## config.mk

```make
export PLATFORM = sky130hd
export DESIGN_NAME = pwns_sq_dist
export DESIGN_NICKNAME = d
export VERILOG_FILES = /design/src/rtl/pwns_pkg.sv /design/src/rtl/pwns_sq_dist.sv
export SDC_FILE = /design/constraint.sdc
export NUM_CORES = 2
export LEC_CHECK = 0
export BUFFER_PORTS_ARGS = -buffer_cell sky130_fd_sc_hd__buf_2
export CAP_MARGIN = 20
export CORE_MARGIN = 2
export CORE_UTILIZATION = 45
export DETAILED_ROUTE_END_ITERATION = 8
export HOLD_SLACK_MARGIN = 0.03
export PLACE_DENSITY = 0.61
export SLEW_MARGIN = 10
export SYNTH_ARGS = -nofsm -noshare
export SYNTH_HDL_FRONTEND = slang
export SYNTH_SLANG_ARGS = --single-unit
```

## constraint.sdc

```tcl
create_clock -name clock -period 9.84 [get_ports clock]
set_input_delay 0.492 -clock clock [delete_from_list [all_inputs] [get_ports clock]]
set_output_delay 0.492 -clock clock [all_outputs]
set_load 0.02 [all_outputs]
```

## src/rtl/pwns_pkg.sv

```systemverilog
package pwns_pkg;

   localparam int CMD_W          = 2;
   localparam int IDX_W          = 10;
   localparam int COORD_W        = 24;
   localparam int DIST_W         = 24;
   localparam int COUNT_W        = 11;
   localparam int DEF_MAX_POINTS = 1024;
   localparam int DEF_COORD_BITS = 24;

   typedef enum logic [CMD_W-1:0] {
      CMD_LOAD      = 2'd0,
      CMD_NEAREST   = 2'd1,
      CMD_LOOKAHEAD = 2'd2
   } cmd_type;

   typedef enum logic [1:0] {
      ST_IDLE,
      ST_SCAN,
      ST_DONE
   } state_type;

   typedef struct packed {
      cmd_type                    cmd;
      logic [IDX_W-1:0]           slot_index;
      logic signed [COORD_W-1:0]  coord_x;
      logic signed [COORD_W-1:0]  coord_y;
      logic [DIST_W-1:0]          path_distance;
      logic [DIST_W-1:0]          distance_limit;
   } req_type;

   typedef struct packed {
      logic             found;
      logic [IDX_W-1:0] result_index;
   } rsp_type;

endpackage

```

## src/rtl/pwns_sq_dist.sv

```systemverilog
module pwns_sq_dist #(
   parameter int COORD_BITS = pwns_pkg::DEF_COORD_BITS,
   parameter int IW         = 12
) (
   input  logic                         clock,
   input  logic                         reset,
   input  logic                         in_valid,
   input  logic signed [COORD_BITS-1:0] px,
   input  logic signed [COORD_BITS-1:0] py,
   input  logic signed [COORD_BITS-1:0] x,
   input  logic signed [COORD_BITS-1:0] y,
   input  logic [IW-1:0]                in_idx,
   output logic                         out_valid,
   output logic [2*(COORD_BITS+1):0]    out_sq,
   output logic [IW-1:0]                out_idx,
   output logic                         busy
);

   localparam int DW   = COORD_BITS + 1;
   localparam int PW   = 2 * DW;
   localparam int SQ_W = PW + 1;

   logic signed [DW-1:0] ddx, ddy;
   logic [DW-1:0]        adx_in, ady_in;
   logic [DW-1:0]        adx_ff, ady_ff;
   logic [PW-1:0]        pxx_ff, pyy_ff;
   logic [SQ_W-1:0]      sq_ff;
   logic [IW-1:0]        idxa_ff, idxb_ff, idxc_ff;
   logic                 va_ff, vb_ff, vc_ff;

   assign ddx    = DW'(px) - DW'(x);
   assign ddy    = DW'(py) - DW'(y);
   assign adx_in = ddx[DW-1] ? DW'(-ddx) : DW'(ddx);
   assign ady_in = ddy[DW-1] ? DW'(-ddy) : DW'(ddy);

   always_ff @(posedge clock) begin
      if (reset) begin
         va_ff <= 1'b0;
         vb_ff <= 1'b0;
         vc_ff <= 1'b0;
      end else begin
         va_ff <= in_valid;
         vb_ff <= va_ff;
         vc_ff <= vb_ff;
      end
   end

   always_ff @(posedge clock) begin
      adx_ff  <= adx_in;
      ady_ff  <= ady_in;
      idxa_ff <= in_idx;
      pxx_ff  <= adx_ff * adx_ff;
      pyy_ff  <= ady_ff * ady_ff;
      idxb_ff <= idxa_ff;
      sq_ff   <= SQ_W'(pxx_ff) + SQ_W'(pyy_ff);
      idxc_ff <= idxb_ff;
   end

   assign out_valid = vc_ff;
   assign out_sq    = sq_ff;
   assign out_idx   = idxc_ff;
   assign busy      = va_ff | vb_ff | vc_ff;

endmodule

```

==> results.cfg <==
[floorplanning]
start_util = 0.455
fp.dieH_um = 325
coreArea_um2 = 102000
rows = 117
floorplan.die.width_um = 325
pin_count = 176
fp.dieArea_um2 = 106000

[timing]
final-hold-violation-count = 0
totalNegativeSetupSlack_ns = 0
time_the_final_worst_path_needs_with_i_o_delays_and_setup_ns = 8.43
max_clock_freq_ghz = 0.119
worst_clock_skew_ns = 0.0147
fin_crit_sh = 0.857
timing.final.setup_violations = 0
rsz0062_at_grt = false
report.final.slew_viol_count = 0
worst_slew_margin_rel = 0.281
worst_pin_slew_ns = 1.08

[critical_path]
kind_of_end_point_of_the_critical_path = flip-flop
cp-start-kind = flip-flop
worstPathBufferInverterCount = 6
most_prevalent_standard_cell_on_the_critical_path = fa_1
worst_ep_required_time_ns = 10.30
critical_path.max_fanout = 23
crit_type = reg2reg
crit_path_leading_delay_family = adder cells
cp_slowest_stage_delay_ns = 0.92
crit_slowest_cell = dfxtp_1
critPathArrivalTime_ns = 8.89

[placed_design]
place_hpwl_um = 90400
io_buffers = 175
gp_congestion = 0.890

[yosys]
async_flop_share = 0
avgSynthCellArea_um2 = 9.12
xor_xnor_cell_area_share_of_the_yosys_netlist = 0.0436
top_reg_cell_synth = dfxtp_1
ys_seq_elements = 238
synth.area.mux_share = 0.00207
synth_fa_ha_area_frac = 0.530
synth_area_um2 = 46400
combinational_family_with_the_most_area_after_synthesis = adder cells
synth.net_count = 6613
post_synth_inst_count = 5094
synth.area.top_cells = fa_1 (40%), ha_1 (13%), inv_1 (12%)
synth_enable_flop_cells = 0
post-synth-top-area-cell = fa_1
synth_cell_type_count = 84
synth.yosys.seq_area_share = 0.103
synth.top_cell.area_share = 0.403
synth_warnings = 0
synth_compound_area_frac = 0.0830
synthSimpleGateAreaFrac = 0.111

[clock_tree]
cts.repair.resized = 0
clkSinkCount = 238
cts_buf_count = 28
cts.path.max_buffers = 3
cts-root-buf = clkbuf_16
clkTransAtPathRegs_ns = 0.06
ctsHtreeMaxLevel = 1
tritoncts = yes
post-cts-setup-buffer-count = 0
worstSkewPairLatency_ns = 0.59

[global_route]
globalRoute.totalOverflow = 0
grt_start_max_net_pins = 29
antenna_found_initial = 5
groute.usage.overall = 0.210
first_global_vias = 35300
grt_pass1_wl_um = 179000

[cells_and_area]
fill_cells = 9863
final_layout_size_suffix_gt1_frac = 0.0586
area.growth.synth_to_final_pct = 7.60
fin_nets = 6733

[detailed_routing]
routed_via_density = 5.00
detailedRoute.firstIterationViolations = 1777
wl_um = 107000
route.detailed.wl_per_inst_um = 16.1
route.vias.total = 33000
antenna_left = 0
detailedRoute.firstPassIterationCount = 7
drc_errors = 0

[flow_run]
max_cap_violations = 0

[status]
outcome = completed

[min_path]
hp-class = in2reg
==> per-layer routing <==
layer  routed length [um]  vias up  GRT usage  part of all wire
met3                 5410      137     0.0290             0.051
met4                 2650        0     0.0487             0.025
met2                51200      686      0.355              0.48
li1                     -    15600          -                 -
met5                    0        -          0                 0
met1                47400    16600      0.286              0.44
==> cells in the mapped netlist (35+ instances only) <==
cell / number
fa_1: 934
nor2_1: 160
clkbuf_1: 137
nand2_1: 404
nand3_1: 36
ha_1: 474
xor2_1: 81
xnor2_1: 150
a21oi_1: 186
o21ai_0: 85
and2_1: 249
inv_1: 1424
nor2b_1: 35
a21o_1: 110
dfxtp_1: 238
==> area by class of cell <==
type	instances	area (um2)	area share
Tap cell	1368	1710	0.0343
Antenna cell	4	10.0	0.000200
Clock buffer	31	722	0.0144
Clock inverter	20	299	0.00598
Sequential cell	238	4760	0.0954
Timing Repair Buffer	234	1360	0.0271
Multi-Input combinational cell	3288	35800	0.716
Inverter	1424	5350	0.107
==> placed cells by master (no fill, tap or decap), drive strengths merged, types with 28 or more instances in the layout <==
master,count
inv,1429
fa,934
ha,474
nand2,404
and2,249
dfxtp,238
buf,221
a21oi,186
nor2,160
xnor2,150
a21o,110
o21ai,89
xor2,81
nand3,36
nor2b,35
o21a,33
clkbuf,32
a31oi,30
nor3,28
==> stage by stage <==
step	instance area [um2]	std cells	worst slack, ns	hold WS [ns]	util
6_report	50000	6607	1.41	0.0981	0.490
5_1_grt	50000	6603	0.865	0.0907	0.490
4_1_cts	49900	6601	1.44	0.0506	0.489
3_5_place_dp	48800	6538	1.52	0.312	0.478
3_3_place_gp	48800	6538	1.54	0.310	0.478
2_1_floorplan	46400	5094	2.60	0.310	-
==> worst paths after layout <==
check,slack [ns],startpoint,cells past startpoint,end
worst max-delay path,1.41,adx_ff[3],25,pxx_ff[49]
worst max register to register,1.41,adx_ff[3],25,pxx_ff[49]
worst min register to register,0.33,idxb_ff[10],0,out_idx[10]
worst min-delay path,0.1,reset,2,out_valid
==> cell families (layout without fill, tap and decap cells) <==
kind of cell	count (synthesis)	count (layout)
AOI/OAI and AO/OA	596	596
xor gates and xnor gates	231	231
adders and majority gates	1408	1408
buffers and inverters	1568	1709
DFF	238	238
muxes	9	9
other	0	4
and+or+nand+nor	1044	1044
==> flip-flops by register name, indices dropped and copies added (netlist names), 12 cells and up <==
signal   count
idxa_ff     12
out_idx     12
pyy_ff      49
adx_ff      25
out_sq      51
idxb_ff     12
ady_ff      25
pxx_ff      49
==> what timing repair did <==
| item | 4_1_cts | 5_1_grt |
|---|---|---|
| endpoints found under the hold margin | 12 | 0 |
| endpoints found under the setup margin | 0 | 0 |
| hold buffers | 12 | 0 |
Power is not shown: default switching activity piles up to over one toggle a cycle in this logic, so the estimate is an artifact.
