`config.mk`:
```
export PLATFORM = sky130hd
export DESIGN_NAME = pwns_search_ctrl
export DESIGN_NICKNAME = d
export VERILOG_FILES = /design/src/rtl/pwns_pkg.sv /design/src/rtl/pwns_search_ctrl.sv
export SDC_FILE = /design/constraint.sdc
export NUM_CORES = 1
export LEC_CHECK = 0
export ABC_AREA = 1
export BUFFER_PORTS_ARGS = -buffer_cell sky130_fd_sc_hd__buf_2
export CORE_AREA = 2 2 184 186
export CTS_BUF_LIST = sky130_fd_sc_hd__clkbuf_4
export CTS_CLUSTER_DIAMETER = 200
export CTS_CLUSTER_SIZE = 20
export DETAILED_ROUTE_END_ITERATION = 7
export DIE_AREA = 0 0 186 188
export PLACE_DENSITY_LB_ADDON = 0.05
export SKIP_CTS_REPAIR_TIMING = 1
export SYNTH_ARGS = -nofsm -noshare
export SYNTH_HDL_FRONTEND = slang
export SYNTH_SLANG_ARGS = --single-unit
```
`constraint.sdc`:
```
create_clock -name clock -period 14.14 [get_ports clock]
set_input_delay 0.707 -clock clock [delete_from_list [all_inputs] [get_ports clock]]
set_output_delay 0.707 -clock clock [all_outputs]
set_load 0.01 [all_outputs]
```
`src/rtl/pwns_pkg.sv`:
```
package pwns_pkg;

   localparam int CMD_W          = 2;
   localparam int IDX_W          = 10;
   localparam int COORD_W        = 24;
   localparam int DIST_W         = 24;
   localparam int COUNT_W        = 11;
   localparam int DEF_MAX_POINTS = 1024;
   localparam int DEF_COORD_BITS = 24;

   typedef enum logic [CMD_W-1:0] {
      CMD_LOAD      = 2'd0,
      CMD_NEAREST   = 2'd1,
      CMD_LOOKAHEAD = 2'd2
   } cmd_type;

   typedef enum logic [1:0] {
      ST_IDLE,
      ST_SCAN,
      ST_DONE
   } state_type;

   typedef struct packed {
      cmd_type                    cmd;
      logic [IDX_W-1:0]           slot_index;
      logic signed [COORD_W-1:0]  coord_x;
      logic signed [COORD_W-1:0]  coord_y;
      logic [DIST_W-1:0]          path_distance;
      logic [DIST_W-1:0]          distance_limit;
   } req_type;

   typedef struct packed {
      logic             found;
      logic [IDX_W-1:0] result_index;
   } rsp_type;

endpackage

```
`src/rtl/pwns_search_ctrl.sv`:
```
module pwns_search_ctrl #(
   parameter int MAX_POINTS = pwns_pkg::DEF_MAX_POINTS,
   parameter int COORD_BITS = pwns_pkg::DEF_COORD_BITS,
   parameter int AW         = $clog2(pwns_pkg::DEF_MAX_POINTS),
   parameter int CW         = 12,
   parameter int MW         = 2 * pwns_pkg::DEF_COORD_BITS + pwns_pkg::DIST_W
) (
   input  logic                              clock,
   input  logic                              reset,
   input  logic                              req_valid,
   output logic                              req_ready,
   input  pwns_pkg::req_type                 req,
   input  logic [pwns_pkg::COUNT_W-1:0]      point_count,
   output logic                              wr_en,
   output logic [AW-1:0]                     wr_addr,
   output logic [MW-1:0]                     wr_data,
   output logic                              rd_en,
   output logic [AW-1:0]                     rd_addr,
   input  logic [MW-1:0]                     rd_data,
   output logic                              du_in_valid,
   output logic signed [COORD_BITS-1:0]      du_px,
   output logic signed [COORD_BITS-1:0]      du_py,
   output logic signed [COORD_BITS-1:0]      du_x,
   output logic signed [COORD_BITS-1:0]      du_y,
   output logic [CW-1:0]                     du_in_idx,
   input  logic                              du_valid,
   input  logic [2*(COORD_BITS+1):0]         du_sq,
   input  logic [CW-1:0]                     du_idx,
   input  logic                              du_busy,
   output logic                              res_valid,
   input  logic                              res_ready,
   output pwns_pkg::rsp_type                 res
);

   localparam int DIST_W = pwns_pkg::DIST_W;
   localparam int IDX_W  = pwns_pkg::IDX_W;
   localparam int SQ_W   = 2 * (COORD_BITS + 1) + 1;
   localparam logic [CW-1:0] MAX_CW = CW'(MAX_POINTS);

   pwns_pkg::state_type state_ff, state_in;
   pwns_pkg::cmd_type   cmd_ff;
   pwns_pkg::rsp_type   res_ff, imm_rsp, scan_rsp;

   logic                         accept, start_scan, scan_end;
   logic [CW-1:0]                pc_cw, n_cur, n_minus, slot_cw;
   logic signed [31:0]           cx32, cy32;
   logic signed [COORD_BITS-1:0] cx_cb, cy_cb;

   logic signed [COORD_BITS-1:0] px_ff, py_ff;
   logic [DIST_W-1:0]            lim_ff, base_ff;
   logic [CW-1:0]                last_ff, issue_ff, idx1_ff, best_idx_ff, hit_idx_ff;
   logic                         issue_done_ff, first_issue_ff, v1_ff, first1_ff;
   logic                         stop_ff, have_ff, hit_ff, last_ok_ff;
   logic [SQ_W-1:0]              best_ff;

   logic [DIST_W-1:0]            rd_dist, base_eff, gap;
   logic                         beat, over, stop_hit, la_hit, best_upd;

   assign accept  = req_valid & req_ready;
   assign pc_cw   = CW'(point_count);
   assign n_cur   = (pc_cw > MAX_CW) ? MAX_CW : pc_cw;
   assign n_minus = n_cur - CW'(1);
   assign slot_cw = CW'(req.slot_index);
   assign cx32    = 32'(req.coord_x);
   assign cy32    = 32'(req.coord_y);
   assign cx_cb   = cx32[COORD_BITS-1:0];
   assign cy_cb   = cy32[COORD_BITS-1:0];

   assign start_scan = ((req.cmd == pwns_pkg::CMD_NEAREST) ||
                        (req.cmd == pwns_pkg::CMD_LOOKAHEAD)) &&
                       (n_cur != '0) && (slot_cw < n_cur);

   // result when no scan runs (load, other command, start past end or empty table), settled at accept
   always_comb begin
      imm_rsp = '0;
      case (req.cmd)
         pwns_pkg::CMD_NEAREST: begin
            if (n_cur != '0) begin
               imm_rsp.found        = 1'b1;
               imm_rsp.result_index = n_minus[IDX_W-1:0];
            end
         end
         default: imm_rsp = '0;
      endcase
   end

   assign wr_addr = slot_cw[AW-1:0];
   assign wr_data = {cx_cb, cy_cb, req.path_distance};

   // data stage
   assign rd_dist  = rd_data[DIST_W-1:0];
   assign du_x     = rd_data[MW-1 -: COORD_BITS];
   assign du_y     = rd_data[DIST_W +: COORD_BITS];
   assign base_eff = first1_ff ? rd_dist : base_ff;
   assign gap      = (base_eff >= rd_dist) ? base_eff - rd_dist : rd_dist - base_eff;
   assign over     = gap > lim_ff;
   assign beat     = v1_ff & ~stop_ff;
   assign stop_hit = beat & over & (cmd_ff == pwns_pkg::CMD_NEAREST);
   assign la_hit   = beat & over & ~hit_ff & (cmd_ff == pwns_pkg::CMD_LOOKAHEAD);

   assign du_in_valid = beat & ~over & (cmd_ff == pwns_pkg::CMD_NEAREST);
   assign du_px       = px_ff;
   assign du_py       = py_ff;
   assign du_in_idx   = idx1_ff;

   assign best_upd = du_valid & (~have_ff | (du_sq < best_ff));
   assign scan_end = issue_done_ff & ~v1_ff & ~du_busy;

   always_comb begin
      scan_rsp       = '0;
      scan_rsp.found = 1'b1;
      if (cmd_ff == pwns_pkg::CMD_NEAREST) begin
         scan_rsp.result_index = best_idx_ff[IDX_W-1:0];
      end else if (!last_ok_ff && hit_ff) begin
         scan_rsp.result_index = hit_idx_ff[IDX_W-1:0];
      end else begin
         scan_rsp.result_index = last_ff[IDX_W-1:0];
      end
   end

   always_comb begin
      state_in = state_ff;
      case (state_ff)
         pwns_pkg::ST_IDLE: begin
            if (accept) begin
               state_in = start_scan ? pwns_pkg::ST_SCAN : pwns_pkg::ST_DONE;
            end
         end
         pwns_pkg::ST_SCAN: begin
            if (scan_end) begin
               state_in = pwns_pkg::ST_DONE;
            end
         end
         pwns_pkg::ST_DONE: begin
            if (res_ready) begin
               state_in = pwns_pkg::ST_IDLE;
            end
         end
         default: state_in = pwns_pkg::ST_IDLE;
      endcase
   end

   always_comb begin
      req_ready = (state_ff == pwns_pkg::ST_IDLE);
      rd_en     = (state_ff == pwns_pkg::ST_SCAN) & ~issue_done_ff;
      rd_addr   = issue_ff[AW-1:0];
      res_valid = (state_ff == pwns_pkg::ST_DONE);
      wr_en     = accept & (req.cmd == pwns_pkg::CMD_LOAD) & (slot_cw < MAX_CW);
      res       = res_ff;
   end

   always_ff @(posedge clock) begin
      if (reset) begin
         state_ff       <= pwns_pkg::ST_IDLE;
         v1_ff          <= 1'b0;
         issue_done_ff  <= 1'b1;
         first_issue_ff <= 1'b0;
         stop_ff        <= 1'b0;
         have_ff        <= 1'b0;
         hit_ff         <= 1'b0;
      end else begin
         state_ff <= state_in;
         v1_ff    <= rd_en;
         if (accept) begin
            issue_done_ff  <= ~start_scan;
            first_issue_ff <= 1'b1;
            stop_ff        <= 1'b0;
            have_ff        <= 1'b0;
            hit_ff         <= 1'b0;
         end else begin
            if (rd_en) begin
               first_issue_ff <= 1'b0;
            end
            if (stop_hit || (rd_en && (issue_ff == last_ff))) begin
               issue_done_ff <= 1'b1;
            end
            if (stop_hit) begin
               stop_ff <= 1'b1;
            end
            if (best_upd) begin
               have_ff <= 1'b1;
            end
            if (la_hit) begin
               hit_ff <= 1'b1;
            end
         end
      end
   end

   always_ff @(posedge clock) begin
      if (accept) begin
         cmd_ff   <= req.cmd;
         px_ff    <= cx_cb;
         py_ff    <= cy_cb;
         lim_ff   <= req.distance_limit;
         last_ff  <= n_minus;
         issue_ff <= slot_cw;
         res_ff   <= imm_rsp;
      end
      if (rd_en) begin
         issue_ff  <= issue_ff + CW'(1);
         idx1_ff   <= issue_ff;
         first1_ff <= first_issue_ff;
      end
      if (beat && first1_ff) begin
         base_ff <= rd_dist;
      end
      if (best_upd) begin
         best_ff     <= du_sq;
         best_idx_ff <= du_idx;
      end
      if (la_hit) begin
         hit_idx_ff <= idx1_ff;
      end
      if (beat && (idx1_ff == last_ff) && (cmd_ff == pwns_pkg::CMD_LOOKAHEAD)) begin
         last_ok_ff <= ~over;
      end
      if ((state_ff == pwns_pkg::ST_SCAN) && scan_end) begin
         res_ff <= scan_rsp;
      end
   end

   a_issue_bound: assert property (@(posedge clock) disable iff (reset)
      rd_en |-> (issue_ff <= last_ff))
      else $error("read issued past last point");

   a_du_in_scan: assert property (@(posedge clock) disable iff (reset)
      du_valid |-> (state_ff == pwns_pkg::ST_SCAN))
      else $error("distance result outside scan");

   a_done_hold: assert property (@(posedge clock) disable iff (reset)
      ((state_ff == pwns_pkg::ST_DONE) && !res_ready) |=>
         ((state_ff == pwns_pkg::ST_DONE) && $stable(res_ff)))
      else $error("result dropped while stalled");

   a_nearest_has_best: assert property (@(posedge clock) disable iff (reset)
      ((state_ff == pwns_pkg::ST_SCAN) && scan_end &&
       (cmd_ff == pwns_pkg::CMD_NEAREST)) |-> have_ff)
      else $error("nearest scan ended with no candidate");

endmodule

```
==> load_flow_metrics.sql <==
INSERT INTO impl_metrics (metric_group, metric, value, unit) VALUES
('run_status', 'run_status', 'finished clean', ''),
('critical_path', 'timing.rr.start', 'first1_ff', ''),
('clock_tree', 'cts.path.max_buffers', '3', ''),
('final_layout', 'postLayoutCellArea', '16180', 'um^2'),
('synth', 'synth_commonest_cells', 'sky130_fd_sc_hd__nand2_1 (321), sky130_fd_sc_hd__inv_1 (263), sky130_fd_sc_hd__edfxtp_1 (217), sky130_fd_sc_hd__buf_4 (143), sky130_fd_sc_hd__ha_1 (134)', ''),
('synth', 'syn-cell-area', '14850', 'um^2'),
('clock_tree', 'numCtsBuffers', '15', ''),
('floorplanning', 'rows', '67', ''),
('global_routing', 'grt_start_max_net_pins', '48', ''),
('drt', 'routed_via_density', '4.900', ''),
('synth', 'ys_ff_latch', '226', ''),
('critical_path', 'arrival', '5.67', 'ns'),
('critical_path', 'crit_path_max_incr_delay', '0.49', 'ns'),
('power_and_ir_drop', 'finalPower', '1.519', 'mW'),
('global_routing', 'grt_antenna_before_repair', '17', ''),
('clock_tree', 'cts_root_buffer', 'sky130_fd_sc_hd__clkbuf_4', ''),
('critical_path', 'worst_path_max_delay_cell', 'sky130_fd_sc_hd__fa_1', ''),
('drt', 'final_antenna_net_count', '0', ''),
('drt', 'drt-pass1-iter-count', '5', ''),
('synth', 'synth_xor_area_frac', '0.03068', ''),
('global_routing', 'via_count_of_the_first_global_routing_pass', '11230', ''),
('global_routing', 'global_route.usage.total', '0.2223', ''),
('final_layout', 'layout-drive-gt1-share', '0.2177', ''),
('sta', 'grt_setup_unrepaired', 'false', ''),
('worst_hold_path', 'worst_hold_path_type', 'input pin to register', ''),
('critical_path', 'timing_worst_setup_path_type', 'register to output pin', ''),
('synth', 'postSynthNetCount', '2057', ''),
('placement', 'dp_cells', '2287', ''),
('synth', 'synth_enable_flop_cells', '217', ''),
('floorplanning', 'initial_utilization', '0.4483', ''),
('sta', 'timing.max_slew.rel_slack', '0.3648', ''),
('global_routing', 'global_route.overflow_total', '0', ''),
('floorplanning', 'floorplan.die.width', '186', 'um'),
('drt', 'post-route-drc-count', '0', ''),
('worst_hold_path', 'worst_hold_startpoint', 'rd_data[23]', ''),
('sta', 'finClkSkew', '0.08518', 'ns'),
('sta', 'finalCritPeriodShare', '0.4512', ''),
('critical_path', 'critical-path-top-cell-by-count', 'sky130_fd_sc_hd__nand2_1', ''),
('clock_tree', 'h-tree-depth', '1', ''),
('worst_hold_path', 'whs_endpoint', 'base_ff[23]', ''),
('placement', 'place_hpwl', '31560', 'um'),
('synth', 'yosys.area.top_type_share', '0.4389', ''),
('critical_path', 'worst_setup_path_end_kind', 'output pin', ''),
('synth', 'post_synth_main_area_contributors', 'sky130_fd_sc_hd__edfxtp_1 (44%), sky130_fd_sc_hd__ha_1 (11%), sky130_fd_sc_hd__nand2_1 (8.1%), sky130_fd_sc_hd__buf_4 (7.2%), sky130_fd_sc_hd__inv_1 (6.6%)', ''),
('synth', 'post_synthesis_sequential_area_ratio', '0.4511', ''),
('synth', 'yosysMostFrequentCell', 'sky130_fd_sc_hd__nand2_1', ''),
('worst_hold_path', 'whs_path_depth', '1', ''),
('synth', 'postSynthAreaPerCell', '8.938', 'um^2'),
('final_layout', 'syn2layout_area_growth', '9.018', '%'),
('synth', 'synthesis.instances', '1661', ''),
('sta', 'final_period_demand_of_the_worst_path', '6.380', 'ns'),
('critical_path', 'setup.reg_to_reg.worst_slack', '8.73', 'ns'),
('critical_path', 'timing.rr.end', 'hit_idx_ff[3]', ''),
('synth', 'synthAdderAreaFrac', '0.1156', ''),
('clock_tree', 'tritoncts_sink_count', '226', ''),
('placement', 'buffer_ports.inserted', '329', ''),
('floorplanning', 'io-pin-count', '476', ''),
('power_and_ir_drop', 'power_per_cell_area', '93.87', 'nW/um^2'),
('drt', 'vias', '11380', ''),
('sta', 'hold_viol_final', '0', ''),
('floorplanning', 'die_area', '34970', 'um^2'),
('sta', 'final-max-slew-violation-count', '0', ''),
('global_routing', 'grt_pass1_wl', '59920', 'um'),
('synth', 'synth-simple-area-share', '0.1568', ''),
('clock_tree', 'tritoncts_clock_tree', 'built', ''),
('job', 'maxCapViolations', '0', ''),
('sta', 'worst-slew-pin-transition', '0.9494', 'ns'),
('clock_tree', 'cts.clk_slew.worst_paths', '0.28', 'ns'),
('synth', 'synth_top_family_by_area', 'simple AND/OR/NAND/NOR gates', ''),
('synth', 'netlist.top_cell.by_area', 'sky130_fd_sc_hd__edfxtp_1', ''),
('synth', 'synth.distinct_cells', '47', '');
-- layer usage --
metal | part of all wire | GRT usage | vias to the layer above
met5 | 0.0033 | 0.01429 | -
met4 | 0.033 | 0.06996 | 12
met3 | 0.082 | 0.06895 | 84
met2 | 0.46 | 0.3722 | 418
met1 | 0.42 | 0.2710 | 5118
li1 | - | - | 5751
-- report_power, final --
part           switching (mW)  total [mW]  internal, mW
Combinational           0.252       0.395         0.143
Sequential             0.0267       0.830         0.803
Clock                   0.215       0.294        0.0798
Total                   0.494        1.52          1.03
-- flip-flops by register name, indices dropped and copies added (netlist names), 11 cells and up --
register and flops:
issue_ff 12, lim_ff 24, best_ff 51, du_py 24
base_ff 24, du_px 24, res 11, du_in_idx 12
last_ff 12
-- cell families after synthesis --
kind of cell             after synthesis
buffers and inverters                430
AND/OR/NAND/NOR                      553
adder cells (fa/ha/maj)              136
XOR/XNOR                              52
multiplexers                           3
AO/OA/AOI/OAI                        261
flip-flops                           226
-- cells in the final DEF (no fill, tap or decap), types with 3 or more instances in the layout --
cell | Yosys | routed
sky130_fd_sc_hd__nor2_4 | 4 | 5
sky130_fd_sc_hd__dfxtp_1 | 9 | 9
sky130_fd_sc_hd__o21a_1 | 6 | 6
sky130_fd_sc_hd__inv_1 | 263 | 263
sky130_fd_sc_hd__nor2_1 | 124 | 122
sky130_fd_sc_hd__nand2_2 | 8 | 8
sky130_fd_sc_hd__diode_2 | 0 | 10
sky130_fd_sc_hd__buf_2 | 3 | 329
sky130_fd_sc_hd__a21oi_1 | 112 | 112
sky130_fd_sc_hd__clkbuf_4 | 0 | 24
sky130_fd_sc_hd__xor2_1 | 46 | 46
sky130_fd_sc_hd__nand4_1 | 24 | 24
sky130_fd_sc_hd__nor2_2 | 7 | 8
sky130_fd_sc_hd__o21ai_2 | 3 | 3
sky130_fd_sc_hd__buf_4 | 143 | 6
sky130_fd_sc_hd__xnor2_1 | 6 | 6
sky130_fd_sc_hd__o21bai_1 | 4 | 4
sky130_fd_sc_hd__edfxtp_1 | 217 | 217
sky130_fd_sc_hd__o211ai_1 | 3 | 3
sky130_fd_sc_hd__a211oi_1 | 3 | 3
sky130_fd_sc_hd__nor4_1 | 4 | 4
sky130_fd_sc_hd__o22ai_1 | 16 | 16
sky130_fd_sc_hd__nor3_1 | 7 | 7
sky130_fd_sc_hd__nand3_1 | 46 | 46
sky130_fd_sc_hd__o21ai_1 | 4 | 4
sky130_fd_sc_hd__a21o_1 | 7 | 7
sky130_fd_sc_hd__ha_1 | 134 | 134
sky130_fd_sc_hd__nand2_1 | 321 | 321
sky130_fd_sc_hd__o21ai_0 | 94 | 94
sky130_fd_sc_hd__inv_2 | 9 | 10
-- how the worst max path moves through the flow --
| stage | endpoint | slack [ns] | from |
|---|---|---|---|
| after floorplan | best_ff[0] | 7.56 | du_sq[22] |
| after global placement | du_in_valid | 8.34 | rd_data[1] |
| after detailed placement | du_in_valid | 8.32 | rd_data[1] |
| after CTS | du_in_valid | 7.67 | first1_ff |
| after global routing | du_in_valid | 7.29 | first1_ff |
| final | du_in_valid | 7.76 | first1_ff |
-- metrics by stage --
stage | worst slack [ns] | hold slack, ns | util
3_3_place_gp | 8.344 | 0.4192 | 0.4820
5_1_grt | 7.290 | 0.07258 | 0.4885
2_1_floorplan | 7.563 | 0.4086 | -
4_1_cts | 7.671 | 0.07760 | 0.4880
6_report | 7.760 | 0.1424 | 0.4888
3_5_place_dp | 8.317 | 0.4233 | 0.4820
-- cell type report --
cell class                      count  area, um^2
Multi-Input combinational cell   1005        5986
Clock buffer                       24       180.2
Clock inverter                      2       20.02
Tap cell                          448       560.5
Inverter                          273        1025
Sequential cell                   226        6696
Timing Repair Buffer              335        1692
Fill cell                        3234       16930
Antenna cell                       10       25.02
-- critical path, delay by kind of cell (launching register included) --
kind	cells	cell delay, ns
AOI/OAI and AO/OA	1	0.42
adders and majority gates	2	0.76
buffers and inverters	6	1.14
DFF	1	0.41
and+or+nand+nor	16	2.21
Note: power is estimated with default switching activity, not from simulation.
